$ cat src/hdl/ewg_pkg.sv
// Shared constants, codes and interface types of the EWMA wear health grader.
package ewg_pkg;

    localparam int FRAC_BITS   = 16;
    localparam int COUNT_WIDTH = 32;

    localparam int SMP_W  = 18;             // signed raw sample
    localparam int LVL_W  = FRAC_BITS + 1;  // 0 .. 1.0 inclusive
    localparam int LIFE_W = 15;             // 0 .. 25600
    localparam int PROD_W = 2 * LVL_W;      // |sample - level| * weight
    localparam int DIV_W  = 32;             // dividend / shifted divisor width
    localparam int QCNT_W = $clog2(LIFE_W);

    localparam logic [LVL_W-1:0]       Q_ONE          = LVL_W'(1) << FRAC_BITS;
    localparam logic [LVL_W-1:0]       WEIGHT_DEFAULT = LVL_W'(19661);
    localparam logic [LVL_W-1:0]       WARN_DEFAULT   = LVL_W'(45875);
    localparam logic [LVL_W-1:0]       END_DEFAULT    = LVL_W'(58982);
    localparam logic [LIFE_W-1:0]      LIFE_FULL      = LIFE_W'(25600);
    localparam logic [COUNT_WIDTH-1:0] COUNT_TOP      = '1;

    typedef enum logic [1:0] {
        CFG_NEW    = 2'd0,
        CFG_WARN   = 2'd1,
        CFG_END    = 2'd2,
        CFG_WEIGHT = 2'd3
    } t_cfg_idx;

    typedef enum logic [1:0] {
        ST_OK    = 2'd0,
        ST_WARN  = 2'd1,
        ST_ALARM = 2'd2
    } t_status;

    typedef enum logic [2:0] {
        B_IDLE,
        B_MUL,
        B_UPD,
        B_GRADE,
        B_DIV,
        B_OUT
    } t_bstate;

    // head of the sample queue as seen by the back end
    typedef struct packed {
        logic             valid;
        logic [LVL_W-1:0] data;
    } t_q_rd;

    typedef struct packed {
        logic             start;
        logic [DIV_W-1:0] num;
        logic [LVL_W-1:0] span;
    } t_div_req;

    typedef struct packed {
        logic              busy;
        logic [LIFE_W-1:0] quot;
    } t_div_rsp;

endpackage

$ cat src/hdl/ewma_wear_health_grader.sv
// Top level of the EWMA wear health grader: configuration registers and wiring.
//
// One wear sample (signed Q16, clamped to 0..1.0) enters per transfer on the
// input channel (i_in_valid / o_in_stall / i_sample). The first sample after
// reset seeds the smoothed level, later ones move it by the smoothing weight.
// Each sample gives exactly one result transfer on the output channel
// (o_out_valid / i_out_stall): status, smoothed level, remaining life in
// 1/256 percent and the saturating batch count.
// Configuration is written through i_cfg_we / i_cfg_idx / i_cfg_data; the user
// must write it only while no sample is in flight, the block does not enforce
// this. A weight of 0 or above 1.0 stores 0.3 instead. The back end takes each
// sample through the idle, multiply, update, grade, divide and output states;
// in the divide state the serial remaining-life divider yields 15 quotient
// bits, one a cycle, and then the quotient is collected. When the life is 0
// or full the divide state is skipped. A two-entry queue lets the input
// accept while the back end works, and the result register lets the back
// end finish while the receiver stalls; a stalled result holds.
// Synchronous reset restores the default thresholds and weight, clears the
// level, the seeded flag, the count, the sample queue and the result register.
module ewma_wear_health_grader import ewg_pkg::*; (
    input  logic                    i_clk,
    input  logic                    i_rst_n,
    input  logic                    i_in_valid,
    output logic                    o_in_stall,
    input  logic signed [SMP_W-1:0] i_sample,
    output logic                    o_out_valid,
    input  logic                    i_out_stall,
    output logic [1:0]              o_status,
    output logic [LVL_W-1:0]        o_smoothed_level,
    output logic [LIFE_W-1:0]       o_remaining_life,
    output logic [31:0]             o_batches_seen,
    input  logic                    i_cfg_we,
    input  logic [1:0]              i_cfg_idx,
    input  logic [LVL_W-1:0]        i_cfg_data
);

    logic [LVL_W-1:0] r_new_level;
    logic [LVL_W-1:0] r_warn_level;
    logic [LVL_W-1:0] r_end_level;
    logic [LVL_W-1:0] r_weight;
    t_q_rd            q_rd;
    logic             pop;
    t_div_req         div_req;
    t_div_rsp         div_rsp;

    always_ff @(posedge i_clk) begin
        if (!i_rst_n) begin
            r_new_level  <= '0;
            r_warn_level <= WARN_DEFAULT;
            r_end_level  <= END_DEFAULT;
            r_weight     <= WEIGHT_DEFAULT;
        end else if (i_cfg_we) begin
            unique case (t_cfg_idx'(i_cfg_idx))
                CFG_NEW:    r_new_level  <= i_cfg_data;
                CFG_WARN:   r_warn_level <= i_cfg_data;
                CFG_END:    r_end_level  <= i_cfg_data;
                CFG_WEIGHT: begin
                    // drop illegal weights back to the default
                    r_weight <= (i_cfg_data != '0 && i_cfg_data <= Q_ONE)
                              ? i_cfg_data : WEIGHT_DEFAULT;
                end
                default: ;
            endcase
        end
    end

    ewg_front u_front (
        .i_clk    (i_clk),
        .i_rst_n  (i_rst_n),
        .i_valid  (i_in_valid),
        .o_stall  (o_in_stall),
        .i_sample (i_sample),
        .o_q      (q_rd),
        .i_pop    (pop)
    );

    ewg_div u_div (
        .i_clk   (i_clk),
        .i_rst_n (i_rst_n),
        .i_req   (div_req),
        .o_rsp   (div_rsp)
    );

    ewg_back u_back (
        .i_clk            (i_clk),
        .i_rst_n          (i_rst_n),
        .i_q              (q_rd),
        .o_pop            (pop),
        .i_new_level      (r_new_level),
        .i_warn_level     (r_warn_level),
        .i_end_level      (r_end_level),
        .i_weight         (r_weight),
        .o_div_req        (div_req),
        .i_div_rsp        (div_rsp),
        .o_valid          (o_out_valid),
        .i_stall          (i_out_stall),
        .o_status         (o_status),
        .o_smoothed_level (o_smoothed_level),
        .o_remaining_life (o_remaining_life),
        .o_batches_seen   (o_batches_seen)
    );

    a_weight_legal: assert property (@(posedge i_clk) disable iff (!i_rst_n)
        r_weight != '0 && r_weight <= Q_ONE)
        else $error("smoothing weight register holds an illegal value");

    a_level_range: assert property (@(posedge i_clk) disable iff (!i_rst_n)
        o_out_valid |-> o_smoothed_level <= Q_ONE)
        else $error("smoothed level above 1.0");

    a_life_range: assert property (@(posedge i_clk) disable iff (!i_rst_n)
        o_out_valid |-> o_remaining_life <= LIFE_FULL)
        else $error("remaining life above full");

    a_alarm_no_life: assert property (@(posedge i_clk) disable iff (!i_rst_n)
        (o_out_valid && o_status == ST_ALARM) |-> o_remaining_life == '0)
        else $error("alarm status with remaining life left");

endmodule

$ cat src/hdl/ewg_front.sv
// Front end: takes sample transfers, clamps them to 0..1.0 and queues them.
module ewg_front import ewg_pkg::*; (
    input  logic                    i_clk,
    input  logic                    i_rst_n,
    input  logic                    i_valid,
    output logic                    o_stall,
    input  logic signed [SMP_W-1:0] i_sample,
    output t_q_rd                   o_q,
    input  logic                    i_pop
);

    logic [LVL_W-1:0] r_q [2];
    logic             r_wp, n_wp;
    logic             r_rp, n_rp;
    logic [1:0]       r_cnt, n_cnt;
    logic [LVL_W-1:0] clamped;
    logic             push;

    always_comb begin
        priority if (i_sample < 0) begin
            clamped = '0;
        end else if (i_sample > SMP_W'(signed'({1'b0, Q_ONE}))) begin
            clamped = Q_ONE;
        end else begin
            clamped = i_sample[LVL_W-1:0];
        end
    end

    assign o_stall = (r_cnt == 2'd2);
    assign push    = i_valid && !o_stall;
    assign o_q     = '{valid: (r_cnt != 2'd0), data: r_q[r_rp]};

    always_comb begin
        n_wp  = r_wp ^ push;
        n_rp  = r_rp ^ i_pop;
        n_cnt = r_cnt + 2'(push) - 2'(i_pop);
    end

    always_ff @(posedge i_clk) begin
        if (!i_rst_n) begin
            r_wp  <= 1'b0;
            r_rp  <= 1'b0;
            r_cnt <= 2'd0;
        end else begin
            r_wp  <= n_wp;
            r_rp  <= n_rp;
            r_cnt <= n_cnt;
        end
    end

    always_ff @(posedge i_clk) begin
        if (push) begin
            r_q[r_wp] <= clamped;
        end
    end

endmodule

$ cat src/hdl/ewg_div.sv
// Restoring serial divider for the remaining-life quotient, one bit a cycle.
module ewg_div import ewg_pkg::*; (
    input  logic     i_clk,
    input  logic     i_rst_n,
    input  t_div_req i_req,
    output t_div_rsp o_rsp
);

    logic              r_busy, n_busy;
    logic [QCNT_W-1:0] r_cnt, n_cnt;
    logic [DIV_W-1:0]  r_rem, n_rem;
    logic [DIV_W-1:0]  r_dvs, n_dvs;
    logic [LIFE_W-1:0] r_quot, n_quot;
    logic              fits;

    assign fits  = (r_rem >= r_dvs);
    assign o_rsp = '{busy: r_busy, quot: r_quot};

    always_comb begin
        n_busy = r_busy;
        n_cnt  = r_cnt;
        n_rem  = r_rem;
        n_dvs  = r_dvs;
        n_quot = r_quot;
        if (i_req.start) begin
            // quotient is known to stay below 2^LIFE_W, so align the divisor there
            n_busy = 1'b1;
            n_cnt  = QCNT_W'(LIFE_W - 1);
            n_rem  = i_req.num;
            n_dvs  = DIV_W'(i_req.span) << (LIFE_W - 1);
            n_quot = '0;
        end else if (r_busy) begin
            n_rem  = fits ? r_rem - r_dvs : r_rem;
            n_quot = {r_quot[LIFE_W-2:0], fits};
            n_dvs  = r_dvs >> 1;
            n_cnt  = r_cnt - QCNT_W'(1);
            n_busy = (r_cnt != '0);
        end
    end

    always_ff @(posedge i_clk) begin
        if (!i_rst_n) begin
            r_busy <= 1'b0;
            r_cnt  <= '0;
        end else begin
            r_busy <= n_busy;
            r_cnt  <= n_cnt;
        end
    end

    always_ff @(posedge i_clk) begin
        r_rem  <= n_rem;
        r_dvs  <= n_dvs;
        r_quot <= n_quot;
    end

endmodule

$ cat src/hdl/ewg_back.sv
// Back end: EWMA update, grading, remaining life and the result register.
module ewg_back import ewg_pkg::*; (
    input  logic               i_clk,
    input  logic               i_rst_n,
    input  t_q_rd              i_q,
    output logic               o_pop,
    input  logic [LVL_W-1:0]   i_new_level,
    input  logic [LVL_W-1:0]   i_warn_level,
    input  logic [LVL_W-1:0]   i_end_level,
    input  logic [LVL_W-1:0]   i_weight,
    output t_div_req           o_div_req,
    input  t_div_rsp           i_div_rsp,
    output logic               o_valid,
    input  logic               i_stall,
    output logic [1:0]         o_status,
    output logic [LVL_W-1:0]   o_smoothed_level,
    output logic [LIFE_W-1:0]  o_remaining_life,
    output logic [31:0]        o_batches_seen
);

    t_bstate                r_state, n_state;
    logic                   r_seeded, n_seeded;
    logic [LVL_W-1:0]       r_level, n_level;
    logic [COUNT_WIDTH-1:0] r_count, n_count;
    logic [LVL_W-1:0]       r_smp, n_smp;
    logic                   r_up, n_up;
    logic [PROD_W-1:0]      r_prod, n_prod;
    t_status                r_status, n_status;
    logic [LIFE_W-1:0]      r_life, n_life;
    logic                   r_ovalid, n_ovalid;
    t_status                r_ostatus, n_ostatus;
    logic [LVL_W-1:0]       r_olevel, n_olevel;
    logic [LIFE_W-1:0]      r_olife, n_olife;
    logic [COUNT_WIDTH-1:0] r_ocount, n_ocount;

    logic [LVL_W-1:0]  diff;
    logic [PROD_W:0]   down_sum;
    logic [LVL_W-1:0]  step_up;
    logic [LVL_W-1:0]  step_dn;
    logic [LVL_W-1:0]  to_end;

    assign diff     = r_up ? (r_smp - r_level) : (r_level - r_smp);
    assign step_up  = r_prod[FRAC_BITS +: LVL_W];
    // round the downward step up so the level moves by floor
    assign down_sum = (PROD_W+1)'(r_prod) + (PROD_W+1)'(Q_ONE - LVL_W'(1));
    assign step_dn  = down_sum[FRAC_BITS +: LVL_W];
    assign to_end   = i_end_level - r_level;

    always_comb begin
        n_state   = r_state;
        n_seeded  = r_seeded;
        n_level   = r_level;
        n_count   = r_count;
        n_smp     = r_smp;
        n_up      = r_up;
        n_prod    = r_prod;
        n_status  = r_status;
        n_life    = r_life;
        n_ovalid  = r_ovalid && i_stall;
        n_ostatus = r_ostatus;
        n_olevel  = r_olevel;
        n_olife   = r_olife;
        n_ocount  = r_ocount;
        o_pop     = 1'b0;
        o_div_req = '{start: 1'b0,
                      num:   DIV_W'(to_end) * DIV_W'(LIFE_FULL),
                      span:  i_end_level - i_new_level};
        unique case (r_state)
            B_IDLE: begin
                if (i_q.valid) begin
                    o_pop   = 1'b1;
                    n_smp   = i_q.data;
                    n_up    = (i_q.data >= r_level);
                    n_state = B_MUL;
                end
            end
            B_MUL: begin
                n_prod  = PROD_W'(diff) * PROD_W'(i_weight);
                n_state = B_UPD;
            end
            B_UPD: begin
                priority if (!r_seeded) begin
                    n_level = r_smp;
                end else if (r_up) begin
                    n_level = r_level + step_up;
                end else begin
                    n_level = r_level - step_dn;
                end
                n_seeded = 1'b1;
                if (r_count != COUNT_TOP) begin
                    n_count = r_count + COUNT_WIDTH'(1);
                end
                n_state = B_GRADE;
            end
            B_GRADE: begin
                priority if (r_level >= i_end_level) begin
                    n_status = ST_ALARM;
                end else if (r_level >= i_warn_level) begin
                    n_status = ST_WARN;
                end else begin
                    n_status = ST_OK;
                end
                priority if (i_end_level <= i_new_level || r_level >= i_end_level) begin
                    n_life  = '0;
                    n_state = B_OUT;
                end else if (r_level <= i_new_level) begin
                    n_life  = LIFE_FULL;
                    n_state = B_OUT;
                end else begin
                    o_div_req.start = 1'b1;
                    n_state         = B_DIV;
                end
            end
            B_DIV: begin
                if (!i_div_rsp.busy) begin
                    n_life  = i_div_rsp.quot;
                    n_state = B_OUT;
                end
            end
            B_OUT: begin
                if (!r_ovalid || !i_stall) begin
                    n_ovalid  = 1'b1;
                    n_ostatus = r_status;
                    n_olevel  = r_level;
                    n_olife   = r_life;
                    n_ocount  = r_count;
                    n_state   = B_IDLE;
                end
            end
            default: begin
                n_state = B_IDLE;
            end
        endcase
    end

    always_ff @(posedge i_clk) begin
        if (!i_rst_n) begin
            r_state  <= B_IDLE;
            r_seeded <= 1'b0;
            r_level  <= '0;
            r_count  <= '0;
            r_ovalid <= 1'b0;
        end else begin
            r_state  <= n_state;
            r_seeded <= n_seeded;
            r_level  <= n_level;
            r_count  <= n_count;
            r_ovalid <= n_ovalid;
        end
    end

    always_ff @(posedge i_clk) begin
        r_smp     <= n_smp;
        r_up      <= n_up;
        r_prod    <= n_prod;
        r_status  <= n_status;
        r_life    <= n_life;
        r_ostatus <= n_ostatus;
        r_olevel  <= n_olevel;
        r_olife   <= n_olife;
        r_ocount  <= n_ocount;
    end

    assign o_valid          = r_ovalid;
    assign o_status         = r_ostatus;
    assign o_smoothed_level = r_olevel;
    assign o_remaining_life = r_olife;
    assign o_batches_seen   = r_ocount[31:0];

endmodule

$ cat config.mk
export PLATFORM = sky130hd
export DESIGN_NAME = ewma_wear_health_grader
export DESIGN_NICKNAME = d
export VERILOG_FILES = /design/src/hdl/ewg_pkg.sv /design/src/hdl/ewma_wear_health_grader.sv /design/src/hdl/ewg_front.sv /design/src/hdl/ewg_div.sv /design/src/hdl/ewg_back.sv
export SDC_FILE = /design/constraint.sdc
export NUM_CORES = 2
export LEC_CHECK = 0
export ABC_AREA = 1
export BUFFER_PORTS_ARGS = -buffer_cell sky130_fd_sc_hd__clkbuf_2
export CAP_MARGIN = 20
export CELL_PAD_IN_SITES_DETAIL_PLACEMENT = 1
export CELL_PAD_IN_SITES_GLOBAL_PLACEMENT = 1
export CORE_MARGIN = 2
export CORE_UTILIZATION = 49
export DETAILED_ROUTE_END_ITERATION = 10
export PLACE_DENSITY_LB_ADDON = 0.1
export SYNTH_ARGS = -nofsm -noshare
export SYNTH_HDL_FRONTEND = slang
export SYNTH_SLANG_ARGS = --single-unit
$ cat constraint.sdc
create_clock -name i_clk -period 8.8 [get_ports i_clk]
set_clock_uncertainty 0.1 [all_clocks]
set_input_delay 0.88 -clock i_clk [delete_from_list [all_inputs] [get_ports i_clk]]
set_output_delay 0.88 -clock i_clk [all_outputs]
set_load 0.02 [all_outputs]
## Word level (Yosys, flattened, before mapping)

Memories as Yosys holds them, arrays and structs flattened. A register that Yosys moved wholly into a read port is not among the register bits.
Cells that the tools add are included.
W data, S select, Z words.

| word-level totals | value |
|---|---|
| bits in writable memories | 34 |
| ROM bits | 0 |
| output and inout bits | 68 |
| memories | 1 |
| latch bits | 0 |
| logic and storage cells | 134 |
| register bits | 343 |
| input port bits | 42 |

| operators by class | value |
|---|---|
| div/mod/pow operators | 0 |
| bitwise operators | 3 |
| equality and inequality tests | 14 |
| shift operators | 0 |
| add/sub/neg operators | 12 |
| multipliers | 2 |
| reduce and logical (&&, ||, !) cells | 28 |
| mux-type cells | 36 |
| order comparisons | 9 |

Memory list:

| memory | words | bits a word | rd ports | clocked after Yosys merged registers in | wr ports | RTL line | RTL |
|---|---|---|---|---|---|---|---|
| u_front.r_q | 2 | 17 | 1 | 1 | 1 | ewg_front.sv:12 | `logic [LVL_W-1:0] r_q [2];` |

Operators with widths:

| operator | count |
|---|---|
| $mux W17 | 6 |
| $mux W32 | 3 |
| $sub A17 B17 Y17 | 5 |
| $mux W31 | 2 |
| $ge A17 B17 Y1 | 3 |
| $mux W15 | 3 |
| $le A17 B17 Y1 | 2 |
| $add A33 B16 Y33 const B | 1 |
| $mul A17 B17 Y33 | 1 |
| $add A32 B1 Y32 const B | 1 |
| $ge A32 B31 Y1 | 1 |
| $ne A32 B32 Y1 const B | 1 |
| $sub A32 B31 Y32 | 1 |
| $pmux W15 S2 | 1 |
| $mul A17 B5 Y22 const B | 1 |
| $gt A18 B18 Y1 const B | 1 |
| $lt A18 B1 Y1 const B | 1 |
| $pmux W3 S6 | 1 |
| $reduce_and A2 Y1 | 9 |
| $add A17 B17 Y17 | 1 |
| $le A17 B17 Y1 const B | 1 |
| $reduce_bool A17 Y1 | 1 |
| $mux W1 | 14 |
| $mux W3 | 4 |
| 23 further kinds | 39 |

## Longest topological paths before layout

| logic depth | value |
|---|---|
| depth in word-level cells | 6 |
| gate-level depth with buffers | 38 |
| mapped depth without buffers | 38 |

## Cells and area by module

Synthesis repeated with hierarchy kept, for this count alone.

| second synthesis, totals | value |
|---|---|
| cells, all modules | 4381 |
| area, all modules | 34519.4 um^2 |

Modules (own cells, without submodules):

| module | cells each | area each (um^2) | instances | seq. area each (um^2) |
|---|---|---|---|---|
| ewg_back | 3012 | 24230.7 | 1 | 5104.9 |
| ewg_div | 831 | 5690.5 | 1 | 2152.1 |
| ewma_wear_health_grader | 405 | 2855.2 | 1 | 1361.3 |
| ewg_front | 133 | 1742.9 | 1 | 1121.1 |

## Worst setup path before layout

No wires, ideal clock.

| timing path | value |
|---|---|
| kind | flip-flop to flip-flop |
| from | register u_back.r_level[1] |
| to | register u_back.r_prod[30], data pin |
| buffers on the path | 0 |
| stages on the path, launching flop included | 35 |
| data required time | 8441 ps |
| arrival time | 6999 ps |
| library setup time | 259 ps |
| setup slack | 1442 ps |
| clock period less this slack | 7358 ps |
| cells stage by stage | dfxtp_1 -> inv_1 -> fa_1 -> nor2_1 -> a211oi_1 -> o21ai_0 -> a21boi_0 -> o21ai_0 -> xor2_1 -> nand2_1 -> nand2_1 -> nor2_1 -> fa_1 -> inv_1 -> fa_1 -> fa_1 -> inv_1 -> fa_1 -> fa_1 -> inv_1 -> fa_1 -> inv_1 -> ha_1 -> a21oi_1 -> inv_1 -> a31oi_1 -> a21boi_1 -> inv_1 -> nand2_1 -> nand2_1 -> a21oi_1 -> o21bai_1 -> nand2_1 -> nand2_1 -> xor2_1 |

| on the way | value |
|---|---|
| cells in the longest elaborated chain, start to end | 3 |
| elaborated cells between the ends (all ways) | 4 |
| classes of those cells | add/sub (2); mul (1); mux (1) |

RTL lines:

| what | RTL line | RTL |
|---|---|---|
| start: declaration | ewg_back.sv:23 | `logic [LVL_W-1:0] r_level, n_level;` |
| start signal: assignment | ewg_back.sv:146 | `r_level <= n_level;` |
| $sub A17 B17 Y17 | ewg_back.sv:42 | `assign diff = r_up ? (r_smp - r_level) : (r_level - r_smp);` |
| $mux W17 (*) | ewg_back.sv:42 |  |
| $mul A17 B17 Y33 (*) | ewg_back.sv:78 | `n_prod = PROD_W'(diff) * PROD_W'(i_weight);` |
| end signal: assignment | ewg_back.sv:155 | `r_prod <= n_prod;` |
| end: declaration | ewg_back.sv:27 | `logic [PROD_W-1:0] r_prod, n_prod;` |

Mark *: on every way between the ends. The rest lies on a longest branch, timed or not.
A chain may end at the register's enable or synchronous reset.

## Worst setup path in the final report

| timing path | value |
|---|---|
| from | register u_back.r_smp[1] |
| to | register u_back.r_prod[28], data pin |

| on the way | value |
|---|---|
| cells in the longest elaborated chain, start to end | 3 |
| elaborated cells between the ends (all ways) | 4 |
| classes of those cells | add/sub (2); mul (1); mux (1) |

RTL lines:

| what | RTL line | RTL |
|---|---|---|
| start: declaration | ewg_back.sv:25 | `logic [LVL_W-1:0] r_smp, n_smp;` |
| start signal: assignment | ewg_back.sv:153 | `r_smp <= n_smp;` |
| $sub A17 B17 Y17 | ewg_back.sv:42 |  |
| $mux W17 (*) | ewg_back.sv:42 |  |
| $mul A17 B17 Y33 (*) | ewg_back.sv:78 |  |

Marked as above.

==> insert_results.sql <==
INSERT INTO impl_metrics (metric_group, metric, value, unit) VALUES
('logic_synthesis', 'seq_area_frac_synth', '29.4', '%'),
('logic_synthesis', 'syn-mean-instance-area', '8.22', 'um^2'),
('drt', 'drt_first_iter_violations', '1638', ''),
('clock_network', 'cts_tree', 'built', ''),
('timing', 'final-hold-violation-count', '0', ''),
('timing', 'tns', '0', 'ns'),
('clock_network', 'cts.sink_count', '378', ''),
('logic_synthesis', 'yosysUniqueCellTypes', '63', ''),
('worst_hold_path', 'min_delay_worst_endpoint', 'u_back.o_remaining_life[6]', ''),
('floorplanning', 'dieHeight', '263', 'um'),
('timing', 'unrepaired_setup_endpoints_after_global_routing', 'no', ''),
('outcome', 'outcome', 'finished clean', ''),
('logic_synthesis', 'dominantRegCellSynth', 'sky130_fd_sc_hd__edfxtp_1', ''),
('timing', 'period_share', '94.3', '%'),
('finish', 'commonest_cells_after_routing_fill_and_taps_aside', 'sky130_fd_sc_hd__inv_1, sky130_fd_sc_hd__nand2_1, sky130_fd_sc_hd__nor2_1, sky130_fd_sc_hd__ha_1, sky130_fd_sc_hd__a21oi_1', ''),
('timing', 'tightest_slew', '1.03', 'ns'),
('worst_setup_path', 'setup.worst_path.end_class', 'register', ''),
('clock_network', 'max-clock-path-buffers', '3', ''),
('worst_setup_path', 'crit_fanout', '9', ''),
('timing', 'post-route-min-period', '8.30', 'ns'),
('grt', 'grt_use_total', '30.8', '%'),
('worst_setup_path', 'timing.reg2reg.worst_path_depth', '33', ''),
('clock_network', 'cts_root_buffer', 'sky130_fd_sc_hd__clkbuf_16', ''),
('timing', 'finalSetupViolCount', '0', ''),
('worst_hold_path', 'worst_hold_check_path_type', 'register to register', ''),
('placement', 'io_buf_count', '109', ''),
('worst_setup_path', 'ff2ff_setup_slack', '0.50', 'ns'),
('drt', 'post_drt_via_cell_ratio', '5.56', ''),
('drt', 'routed_wirelength_normalized_by_instance_count', '21.1', 'um'),
('logic_synthesis', 'postSynthCellCount', '3984', ''),
('worst_setup_path', 'start_kind', 'register', ''),
('worst_hold_path', 'timing.hold.worst.start', 'u_back.r_life[6]', ''),
('finish', 'area_delta_synth_final', '9.62', '%'),
('drt', 'route.antenna.remaining_nets', '0', ''),
('timing', 'worst_hold_slack', '0.320', 'ns'),
('worst_setup_path', 'timing.critical_path.required', '9.04', 'ns'),
('logic_synthesis', 'yosys_warnings', '0', ''),
('grt', 'globalRouteOverflowTotal', '0', ''),
('floorplanning', 'dieArea', '68900', 'um^2'),
('clock_network', 'clk_pin_slew_worst_paths', '0.07', 'ns'),
('timing', 'slew_headroom', '30.9', '%'),
('timing', 'setup_ws', '0.503', 'ns'),
('grt', 'number_of_antenna_violations_at_the_first_check_in_global_routing', '7', ''),
('floorplanning', 'floorplan.initialDensity', '49.6', '%'),
('clock_network', 'cts_made_buffers', '45', ''),
('finish', 'design_area', '35900', 'um^2'),
('clock_network', 'cts_post_setup_buffers_inserted', '0', ''),
('logic_synthesis', 'synth-edff-count', '207', ''),
('worst_setup_path', 'worst_r2r_startpoint', 'u_back.r_smp[1]', ''),
('logic_synthesis', 'count_of_state_elements_after_synthesis', '378', ''),
('drt', 'drt_pass1_iterations', '6', ''),
('worst_setup_path', 'worst-setup-path-type', 'register to register', ''),
('worst_setup_path', 'critPathMaxStageDelay', '0.51', 'ns'),
('logic_synthesis', 'syn_nets', '4599', ''),
('job', 'cap_viol_max_count', '0', ''),
('floorplanning', 'die_w', '263', 'um'),
('worst_setup_path', 'worstPathArrival', '8.54', 'ns'),
('drt', 'num_vias', '27700', ''),
('worst_setup_path', 'critical_path.reg2reg.endpoint', 'u_back.r_prod[28]', ''),
('clock_network', 'clk-insertion-delay-late', '0.60', 'ns'),
('placement', 'place_hpwl', '84300', 'um'),
('logic_synthesis', 'async_reset_ff_share', '0', '%'),
('timing', 'max_slew_violation_total_from_the_final_report', '0', ''),
('clock_network', 'h-tree-depth', '2', ''),
('grt', 'global_route_wire_length_before_repair', '167000', 'um'),
('placement', 'gpl.final_weighted_congestion', '0.971', ''),
('finish', 'finish.net_count', '4701', ''),
('floorplanning', 'floorplan.core_area', '66000', 'um^2'),
('floorplanning', 'ioPinCount', '110', ''),
('timing', 'fmax', '121', 'MHz'),
('finish', 'post_route_cells_drive_above_1_share', '7.32', '%');
==> sequential cells by signal, summed over array words and instances, names as in the netlist, 2 cells and up, named ones only <==
signal,count
u_back.r_status,2
u_back.r_smp,17
u_div.r_cnt,4
r_end_level,17
r_new_level,17
u_front.r_q,34
u_back.r_state,3
u_back.o_status,2
u_div.r_rem,32
u_back.o_smoothed_level,17
r_weight,17
r_warn_level,17
u_back.r_count,32
u_back.r_level,17
u_back.o_batches_seen,32
u_front.r_cnt,2
u_back.o_remaining_life,15
u_div.r_quot,15
u_back.r_prod,33
u_back.r_life,15
u_div.r_dvs,31
==> synth_stat cells, types with 38 or more instances <==
| master | number | share of area (%) |
|---|---|---|
| sky130_fd_sc_hd__ha_1 | 332 | 13 |
| sky130_fd_sc_hd__inv_1 | 761 | 8.7 |
| sky130_fd_sc_hd__a21oi_1 | 323 | 4.9 |
| sky130_fd_sc_hd__edfxtp_1 | 207 | 19 |
| sky130_fd_sc_hd__xor2_1 | 102 | 2.7 |
| sky130_fd_sc_hd__xnor2_1 | 44 | 1.2 |
| sky130_fd_sc_hd__clkbuf_1 | 72 | 0.83 |
| sky130_fd_sc_hd__o21ai_0 | 184 | 2.8 |
| sky130_fd_sc_hd__nor3_1 | 47 | 0.72 |
| sky130_fd_sc_hd__fa_1 | 241 | 15 |
| sky130_fd_sc_hd__nand4_1 | 38 | 0.73 |
| sky130_fd_sc_hd__dfxtp_1 | 171 | 10 |
| sky130_fd_sc_hd__nand2_1 | 656 | 7.5 |
| sky130_fd_sc_hd__nor2_1 | 394 | 4.5 |
| sky130_fd_sc_hd__nand3_1 | 100 | 1.5 |
==> logic make-up (layout without fill, tap and decap cells) <==
kind of cell    after synthesis  count (layout)  synth area share, %
flops                       378             378                 29.4
other cells                   0               2                    0
mux                          18              18                0.611
compound gates              691             691                 11.8
xor+xnor                    146             146                 3.90
simple gates               1308            1308                 16.7
fa+ha+maj                   573             573                 27.4
buf+inv                     870            1009                 10.2
==> worst max path at each step <==
stage                           start  slack, ns  cells past startpoint                end
floorplan           u_back.r_level[1]       1.44                     34  u_back.r_prod[30]
global placement    u_back.r_level[3]       0.56                     33  u_back.r_prod[30]
detailed placement  u_back.r_level[0]       0.44                     31  u_back.r_prod[30]
CTS                 u_back.r_level[0]       0.41                     30  u_back.r_prod[28]
global route        u_back.r_level[0]       0.05                     35  u_back.r_prod[28]
finish                u_back.r_smp[1]       0.50                     33  u_back.r_prod[28]
==> metal layers <==
layer / track usage [%] / part of all wire [%] / vias up / routed length, um
met5: 0 / 0.067 / - / 71
met4: 12.7 / 4.6 / 10 / 4820
met3: 4.17 / 5.0 / 251 / 5240
met2: 53.8 / 48 / 705 / 51100
met1: 38.2 / 42 / 13700 / 44200
li1: - / - / 13100 / -
==> area by class of cell <==
cell class / count / area, um^2
timing repair buffer: 146 / 843
clock inverter: 29 / 373
inverter: 779 / 2920
tap: 864 / 1080
multi-input combinational: 2736 / 19800
clock buffer: 55 / 1220
sequential: 378 / 9640
antenna: 2 / 5.00
fill: 8041 / 30100
==> metrics by stage <==
stage / std cells / utilization (%)
after floorplan: 3984 / -
after global placement: 4902 / 51.9
after detailed placement: 4902 / 51.9
after CTS: 4986 / 54.4
after global routing: 4987 / 54.4
final: 4989 / 54.4
==> critical path: cells and delay by family, from the launching register on <==
kind | cells | cell delay, ns
and+or+nand+nor | 9 | 1.16
adders and majority gates | 8 | 3.58
buffers and inverters | 6 | 0.71
xor gates and xnor gates | 2 | 0.26
AOI/OAI and AO/OA | 8 | 1.74
DFF | 1 | 0.45
==> what timing repair did <==
item	in CTS	in global routing
hold buffers	0	0
hold endpoints to repair	0	0
gates resized for setup	0	5
setup endpoints to repair	0	4
Power is not shown: default switching activity piles up to over one toggle a cycle in this logic, so the estimate is an artifact.
